`src/rtl/dbo_pkg.sv`:
```
// Shared types and constants for the dyadic block occupancy counter.
package dbo_pkg;

    // Configuration port geometry.
    localparam int CFG_W     = 7;
    localparam int CFG_IDX_W = 1;

    // Configuration register indexes.
    localparam logic [CFG_IDX_W-1:0] REG_GRID_ROWS = 1'b0;
    localparam logic [CFG_IDX_W-1:0] REG_GRID_COLS = 1'b1;

    // Reset value of both grid size registers.
    localparam logic [CFG_W-1:0] GRID_SIZE_RESET = 7'd64;

    // Request kinds.
    localparam logic REQ_WRITE = 1'b0;
    localparam logic REQ_QUERY = 1'b1;

    // Result count width and saturation value.
    localparam int              COUNT_W   = 13;
    localparam logic [COUNT_W-1:0] COUNT_MAX = 13'd8191;

    // Input field widths.
    localparam int CELL_W  = 6;
    localparam int LEVEL_W = 3;
    localparam int BLOCK_W = 7;

    // Width used for block coordinate arithmetic before clipping.
    localparam int GEOM_W = 16;

endpackage

```
`src/rtl/dbo_row_count.sv`:
```
// Two-stage population count of one masked grid row.
module dbo_row_count
    import dbo_pkg::*;
#(
    parameter int GRID_DIM = 64
)
(
    input  logic                          clk,
    input  logic                          rst_n,
    input  logic                          row_valid,
    input  logic [GRID_DIM-1:0]           row_data,
    input  logic [GRID_DIM-1:0]           col_mask,
    output logic [$clog2(GRID_DIM+1)-1:0] row_sum,
    output logic                          sum_valid,
    output logic                          busy
);

    localparam int NB    = (GRID_DIM + 7) / 8;
    localparam int PAD_W = NB * 8;
    localparam int SUM_W = $clog2(GRID_DIM + 1);

    logic [PAD_W-1:0]     padded;
    logic [NB-1:0][3:0]   byte_cnt_next;
    logic [NB-1:0][3:0]   byte_cnt_reg;
    logic                 a_valid_reg;
    logic [SUM_W-1:0]     sum_next;
    logic [SUM_W-1:0]     sum_reg;
    logic                 sum_valid_reg;

    // First stage: count each byte of the masked row.
    always_comb
    begin
        padded = PAD_W'(row_data & col_mask);
        for (int b = 0; b < NB; b++)
        begin
            byte_cnt_next[b] = 4'd0;
            for (int k = 0; k < 8; k++)
            begin
                byte_cnt_next[b] = byte_cnt_next[b] + 4'(padded[b*8+k]);
            end
        end
    end

    // Second stage: add the byte counts.
    always_comb
    begin
        sum_next = '0;
        for (int b = 0; b < NB; b++)
        begin
            sum_next = sum_next + SUM_W'(byte_cnt_reg[b]);
        end
    end

    always_ff @(posedge clk)
    begin
        byte_cnt_reg <= byte_cnt_next;
        sum_reg      <= sum_next;
    end

    always_ff @(posedge clk or negedge rst_n)
    begin
        if (!rst_n)
        begin
            a_valid_reg   <= 1'b0;
            sum_valid_reg <= 1'b0;
        end
        else
        begin
            a_valid_reg   <= row_valid;
            sum_valid_reg <= a_valid_reg;
        end
    end

    assign row_sum   = sum_reg;
    assign sum_valid = sum_valid_reg;
    assign busy      = a_valid_reg | sum_valid_reg;

endmodule

```
`config.mk`:
```
export PLATFORM = sky130hd
export DESIGN_NAME = dbo_row_count
export DESIGN_NICKNAME = d
export VERILOG_FILES = /design/src/rtl/dbo_pkg.sv /design/src/rtl/dbo_row_count.sv
export SDC_FILE = /design/constraint.sdc
export NUM_CORES = 1
export LEC_CHECK = 0
export BUFFER_PORTS_ARGS = -buffer_cell sky130_fd_sc_hd__buf_2
export CAP_MARGIN = 10
export CORE_UTILIZATION = 40
export CTS_CLUSTER_SIZE = 8
export DETAILED_ROUTE_END_ITERATION = 16
export GPL_TIMING_DRIVEN = 1
export PLACE_DENSITY = 0.79
export SLEW_MARGIN = 20
export SYNTH_ARGS = -nofsm -noshare
export SYNTH_HDL_FRONTEND = slang
export SYNTH_SLANG_ARGS = --single-unit
```
`constraint.sdc`:
```
create_clock -name clk -period 5.3 [get_ports clk]
set_input_delay 0.53 -clock clk [delete_from_list [all_inputs] [get_ports clk]]
set_output_delay 0.53 -clock clk [all_outputs]
set_load 0.1 [all_outputs]
```
Yosys cells after proc, flatten, opt, wreduce, memory -nomap -nowiden
Index checks and enable logic that the tools add are counted.
- logic and storage cells: 76
- flip-flop bits (word level): 41
- output and inout bits: 9
- add/subtract/negate cells: 63
- bitwise logic cells: 2
- operators with widths (kind ; count):
    4-bit by 1-bit adder with 4-bit output ; 32
    64-bit bitwise AND ; 1
    3-bit by 1-bit adder with 4-bit output ; 8
    7-bit by 4-bit adder with 7-bit output ; 4
    2-bit by 1-bit adder with 3-bit output ; 8
    1-bit by 1-bit adder with 2-bit output ; 8
    6-bit by 4-bit adder with 7-bit output ; 1
    5-bit by 4-bit adder with 6-bit output ; 1
    4-bit by 4-bit adder with 5-bit output ; 1
    1-bit bitwise OR ; 1

Logic depth before layout (Yosys ltp)
Gate-level depths: netlist of the first run.
- word-level depth: 8
- depth in mapped cells: 14

Worst setup path before layout of the first run
No wires, ideal clock.
- path kind: register to register
- start point: reg byte_cnt_reg[2] (netlist name)
- end point: reg sum_reg[6] (netlist: row_sum[6])
- data arrival time: 3.310 ns
- library setup time: 0.059 ns
- cell stages (with the launch flop): 15
- path buffers: 0
- setup slack: 1.931 ns
- cell sequence: dfxtp_1 inv_1 fa_1 inv_1 fa_1 fa_1 inv_1 fa_1 inv_1 ha_1 inv_1 fa_1 nor2b_1 o21ai_0 nand2b_1
- cells in the longest elaborated chain, start to end: 7
- ends and longest elaborated chain (element ; RTL line ; source):
    start: declaration ; dbo_row_count.sv:24 ; logic [NB-1:0][3:0] byte_cnt_reg;
    start signal: assignment ; dbo_row_count.sv:56 ; byte_cnt_reg <= byte_cnt_next;
    4-bit by 4-bit adder with 5-bit output ; dbo_row_count.sv:50 ; sum_next = sum_next + SUM_W'(byte_cnt_reg[b]);
    5-bit by 4-bit adder with 6-bit output ; dbo_row_count.sv:50 ;
    6-bit by 4-bit adder with 7-bit output ; dbo_row_count.sv:50 ;
    7-bit by 4-bit adder with 7-bit output (4 in a row) ; dbo_row_count.sv:50 ;
    named net sum_next[6] ; dbo_row_count.sv:26 ; logic [SUM_W-1:0] sum_next;
    end signal: assignment ; dbo_row_count.sv:57 ; sum_reg <= sum_next;
    end: declaration ; dbo_row_count.sv:27 ; logic [SUM_W-1:0] sum_reg;
The timed path passes the listed nets, and every way through them passes these cells.

Final worst setup path of the first run
Same ends and word-level chain as after synthesis.

==> impl_metrics.yaml, run 1 <==
outcome:
  status: "completed"
floorplan:
  chipHeight_um: 91.3
  core-area_um2: 7730
  initial_core_util: 0.413
  dieArea_um2: 8340
  pin_count: 140
  rows: 32
  die_x_um: 91.3
final_layout:
  area_growth_syn_to_layout_pct: 28.9
  drive_gt1_frac: 0.324
  layout.nets: 676
  fin_cells: 562
  largest_register_ffs: 32
  n_antenna_cell: 0
  final_common_cell: "buf_2"
  final_cell_mix: "buf_2, inv_1, fa_1"
global_routing:
  grt_use_met1: 0.136
  grt_max_degree: 15
  gr-total-overflow: 0
  antenna_found_initial: 0
  use_met2: 0.287
  first_global_vias: 2380
  grt_usage: 0.140
  grt_pass1_wl_mm: 9.11
  gr-max-usage-layer: "met2"
  grtUsageMet3: 0.0377
setup_path:
  worst_path_max_delay_cell: "fa_1"
  cp_cell_sequence: "inv_1, fa_1, inv_1, fa_1, fa_1, inv_1, fa_1, inv_1, ha_1, inv_1, fa_1, nor2b_1, o21ai_0, nand2b_1"
  rr_worst_depth: 14
  arrival_ps: 3800
  worstSetupStartpointType: "flop"
  worstReg2RegEnd: "row_sum[6]"
  cp_max_fo: 2
  endpoint_kind: "flop"
  crit_family: "adder cells"
  r2r-start: "byte_cnt_reg[2]"
  reg2reg_slack_ps: 1750
  cpPeakStageDelay_ps: 550
  required_ps: 5540
  cp_num_buf_inv: 5
  crit_type: "reg -> reg"
timing:
  worst_slack_ps: 1750
  drv_slew: 0
  tightest_slew_ps: 488
  period_needed_ps: 3550
  skew_ps: 5.08
  grt_setup_unrepaired: "false"
  setup_violations: 0
  fin_crit_sh: 0.671
  relSlewSlack: 0.677
  fin_setup_tns_ps: 0
  timing.hold.ws_ps: 335
  finalHoldViolCount: 0
  fmax_mhz: 281
synth:
  synthArstFlopShare: 0.0488
  syn_avg_cell_area_um2: 10.2
  synth_top_cell_by_area: "fa_1"
  synth_edf_count: 0
  synthTopCellsByArea: "fa_1, dfxtp_1, ha_1"
  synth-seq-cells: 41
  syn-num-nets: 529
  yosysSeqAreaShare: 0.260
  synth.distinct_cells: 16
  ys.flop_type: "dfxtp_1"
  synth_top_cell_area_share: 0.345
  synthCells: 312
  synthesis.area_um2: 3190
  yosys_warnings: 0
detailed_routing:
  first_iter_violations: 25
  routed_via_density: 4.21
  dr.pass1.iters: 4
  wl_per_cell_um: 9.52
  wl_mm: 5.35
  final_antenna_net_count: 0
  post-route-drc-count: 0
  routed-via-count: 2368
placed_design:
  routabilityCongestion: 0.717
  dp_hpwl_mm: 5.03
  dp.cells: 553
  preCtsSetupSlack_ps: 1750
  io_buffers: 139
cts:
  cts.sinks: 41
  cts_setup_buffers: 0
  clk_pin_slew_ps: 80
  numCtsBuffers: 5
  ctsResizeCount: 0
  cts-root-buf: "clkbuf_8"
  hold_buffers: 1
  cts_tree: "built"
  clock_path_buffers: 2
  htree_levels: 2
  clk-insertion-delay-late_ps: 300
worst_hold_path:
  hold_depth: 1
  min_path_type: "in -> reg"
  holdCritStartpoint: "row_valid"
  hold_end: "a_valid_reg"
power_and_ir_drop:
  ir_worst_vdd_v: 0.000355
  power.density_nw_per_um2: 528
  p_leak_nw: 2.34
  total_power_mw: 2.17
run:
  cap_viol_max_count: 0
==> cell type report <==
class / count / area (µm²)
tap: 102 / 128
timing repair buffer: 140 / 706
clock inverter: 3 / 21.3
multi-input combinational: 182 / 2030
sequential: 41 / 831
fill: 697 / 3610
inverter: 89 / 334
clock buffer: 5 / 68.8
==> cells by family (layout without fill, tap and decap cells) <==
| kind of cell | after synthesis | in the layout | share of synthesized area |
|---|---|---|---|
| XOR/XNOR | 10 | 10 | 0.0274 |
| AO/OA/AOI/OAI | 11 | 11 | 0.0192 |
| flip-flops | 41 | 41 | 0.260 |
| adder cells (fa/ha/maj) | 86 | 86 | 0.466 |
| buffers and inverters | 89 | 237 | 0.105 |
| AND/OR/NAND/NOR | 75 | 75 | 0.122 |
==> report_power, final <==
part	leakage (nW)	internal [mW]	switching [mW]
clock	0.0445	0.0932	0.111
sequential	0.347	0.429	0.0238
combinational	1.95	0.624	0.890
total	2.34	1.15	1.02
==> Yosys cell counts (2+ instances only) <==
| master | n |
|---|---|
| nand2_1 | 32 |
| a21oi_1 | 8 |
| dfrtp_1 | 2 |
| dfxtp_1 | 39 |
| nor2b_1 | 9 |
| ha_1 | 31 |
| xor2_1 | 7 |
| xnor2_1 | 3 |
| fa_1 | 55 |
| inv_1 | 89 |
| and2_1 | 32 |
==> per-layer routing <==
metal / vias to the layer above / part of all wire
li1: 1184 / -
met1: 1101 / 0.35
met2: 75 / 0.57
met3: 8 / 0.059
met4: 0 / 0.012
met5: - / 0
==> stage by stage <==
| step | area [µm²] | util |
|---|---|---|
| after floorplan | 3190 | - |
| after global placement | 4020 | 0.520 |
| after detailed placement | 4020 | 0.520 |
| after CTS | 4120 | 0.533 |
| after global routing | 4120 | 0.533 |
| final | 4120 | 0.533 |
==> worst max-delay path by stage <==
stage                               start          to  slack [ps]  depth (start not counted)
final                     byte_cnt_reg[2]  row_sum[6]        1750                         14
after global routing      byte_cnt_reg[2]  row_sum[6]        1490                         14
after CTS                 byte_cnt_reg[2]  row_sum[6]        1730                         14
after detailed placement  byte_cnt_reg[2]  row_sum[6]        1750                         14
after global placement    byte_cnt_reg[2]  row_sum[6]        1890                         14
after floorplan           byte_cnt_reg[2]  row_sum[6]        1930                         14
Power figures use the tool's default switching activity.
==> run 2: changes to the inputs <==
==> constraint.sdc (replaced) <==
create_clock -name clk -period 3.5 [get_ports clk]
set_input_delay 0.35 -clock clk [delete_from_list [all_inputs] [get_ports clk]]
set_output_delay 0.35 -clock clk [all_outputs]
set_load 0.1 [all_outputs]
==> impl_metrics.yaml, run 2 (same netlist as run 1, synthesis figures left out) <==
final_layout:
  multiInputGateArea_um2: 2040
  postLayoutCellArea_um2: 4180
  largest_register_ffs: 32
  final_common_cell: "buf_2"
  area_growth_syn_to_layout_pct: 31.0
  fin_cells: 563
  layout.nets: 677
  fill_cells: 675
  final_cell_mix: "buf_2, inv_1, fa_1"
  drive_gt1_frac: 0.345
  regArea_um2: 833
  n_antenna_cell: 0
power_and_ir_drop:
  p_leak_nw: 2.37
  power.density_nw_per_um2: 855
  total_power_mw: 3.58
  ir_worst_vdd_v: 0.000534
cts:
  cts_tree: "built"
  clk-insertion-delay-late_ps: 290
  cts.sinks: 41
  clock_path_buffers: 2
  cts-root-buf: "clkbuf_8"
  htree_levels: 2
  clk_pin_slew_ps: 80
  numCtsBuffers: 5
placed_design:
  io_buffers: 139
  routabilityCongestion: 0.726
  placed_area_um2: 4020
  dp_hpwl_mm: 5.06
  dp.cells: 553
global_routing:
  first_global_vias: 2422
  gr-total-overflow: 0
  grt_max_degree: 15
  antenna_found_initial: 0
  grt_pass1_wl_mm: 9.56
  grt_usage: 0.148
detailed_routing:
  routed-via-count: 2390
  first_iter_violations: 21
  dr.pass1.iters: 4
  wl_mm: 5.48
  routed_via_density: 4.25
  wl_per_cell_um: 9.73
  final_antenna_net_count: 0
  post-route-drc-count: 0
timing:
  grt_setup_unrepaired: "true"
  fmax_mhz: 290
  relSlewSlack: 0.677
  finalHoldViolCount: 0
  period_needed_ps: 3440
  fin_crit_sh: 0.984
  drv_slew: 0
  tightest_slew_ps: 488
  setup_violations: 0
  fin_setup_tns_ps: 0
  skew_ps: 1.15
setup_path:
  endpoint_kind: "flop"
  worstReg2RegEnd: "row_sum[6]"
  required_ps: 3740
  cp_cell_sequence: "inv_2, fa_1, inv_2, fa_1, fa_1, inv_1, fa_1, inv_1, ha_2, inv_2, fa_2, nor2b_2, o21ai_1, nand2b_1"
  worstSetupStartpointType: "flop"
  cp_num_buf_inv: 5
  reg2reg_slack_ps: 60
  arrival_ps: 3680
  r2r-start: "byte_cnt_reg[10]"
  path_common_cell: "fa_1"
  crit_type: "reg -> reg"
  worst_path_max_delay_cell: "fa_1"
  cp_max_fo: 2
  crit_family: "adder cells"
  cpPeakStageDelay_ps: 540
  rr_worst_depth: 14
outcome:
  status: "completed"
floorplan:
  die_x_um: 91.3
  pin_count: 140
  rows: 32
  chipHeight_um: 91.3
  dieArea_um2: 8340
  initial_core_util: 0.413
  core-area_um2: 7730
worst_hold_path:
  hold_depth: 1
  hold_end: "a_valid_reg"
  min_path_type: "in -> reg"
  holdCritStartpoint: "row_valid"
run:
  cap_viol_max_count: 0
-- run 2: cell types whose count changed in the layout (fill, tap and decap cells not counted), sizes merged --
cell	delta
bufinv	+2
clkinv	-1
clkinvlp	-1
buf	+1
-- run 2: per-layer routing --
layer / global-route usage / part of all wire
met1: 0.151 / 0.35
met2: 0.294 / 0.58
met3: 0.0310 / 0.052
met4: 0.0476 / 0.014
met5: 0 / 0
-- run 2: per-stage QoR --
| step | hold WS [ps] | worst slack (ps) | util |
|---|---|---|---|
| floorplan | 54.4 | 131 | - |
| global placement | 134 | 89.3 | 0.520 |
| detailed placement | 139 | -84.9 | 0.520 |
| CTS | 155 | -38.9 | 0.539 |
| global route | 159 | -84.9 | 0.541 |
| finish | 160 | 55.1 | 0.541 |
-- run 2: how the worst max path moves through the flow --
| stage | startpoint | to | cells past startpoint |
|---|---|---|---|
| after floorplan | byte_cnt_reg[2] | row_sum[6] | 14 |
| after global placement | byte_cnt_reg[2] | row_sum[6] | 14 |
| after detailed placement | byte_cnt_reg[2] | row_sum[6] | 14 |
| after CTS | byte_cnt_reg[14] | row_sum[6] | 14 |
| after global routing | byte_cnt_reg[10] | row_sum[6] | 14 |
| final | byte_cnt_reg[10] | row_sum[6] | 14 |
-- run 2: what timing repair did --
item / 4_1_cts / 5_1_grt
endpoints found under the setup margin: 2 / 4
endpoints found under the hold margin: 2 / 0
gates resized for setup: 2 / 8
hold buffers: 1 / 0
setup buffers: 0 / 1
pin swaps: 2 / 7
cloned: 0 / 0
-- run 2: report_power, final --
group / internal (mW) / switching (mW)
sequential: 0.651 / 0.0366
clock: 0.287 / 0.165
combinational: 1.04 / 1.39
total: 1.98 / 1.60
-- run 2: cell type report --
class / count / area share
Multi-Input combinational cell: 182 / 0.487
Sequential cell: 41 / 0.199
Timing Repair Buffer: 141 / 0.171
Inverter: 89 / 0.0799
Tap cell: 102 / 0.0305
Clock buffer: 5 / 0.0165
Clock inverter: 3 / 0.0165
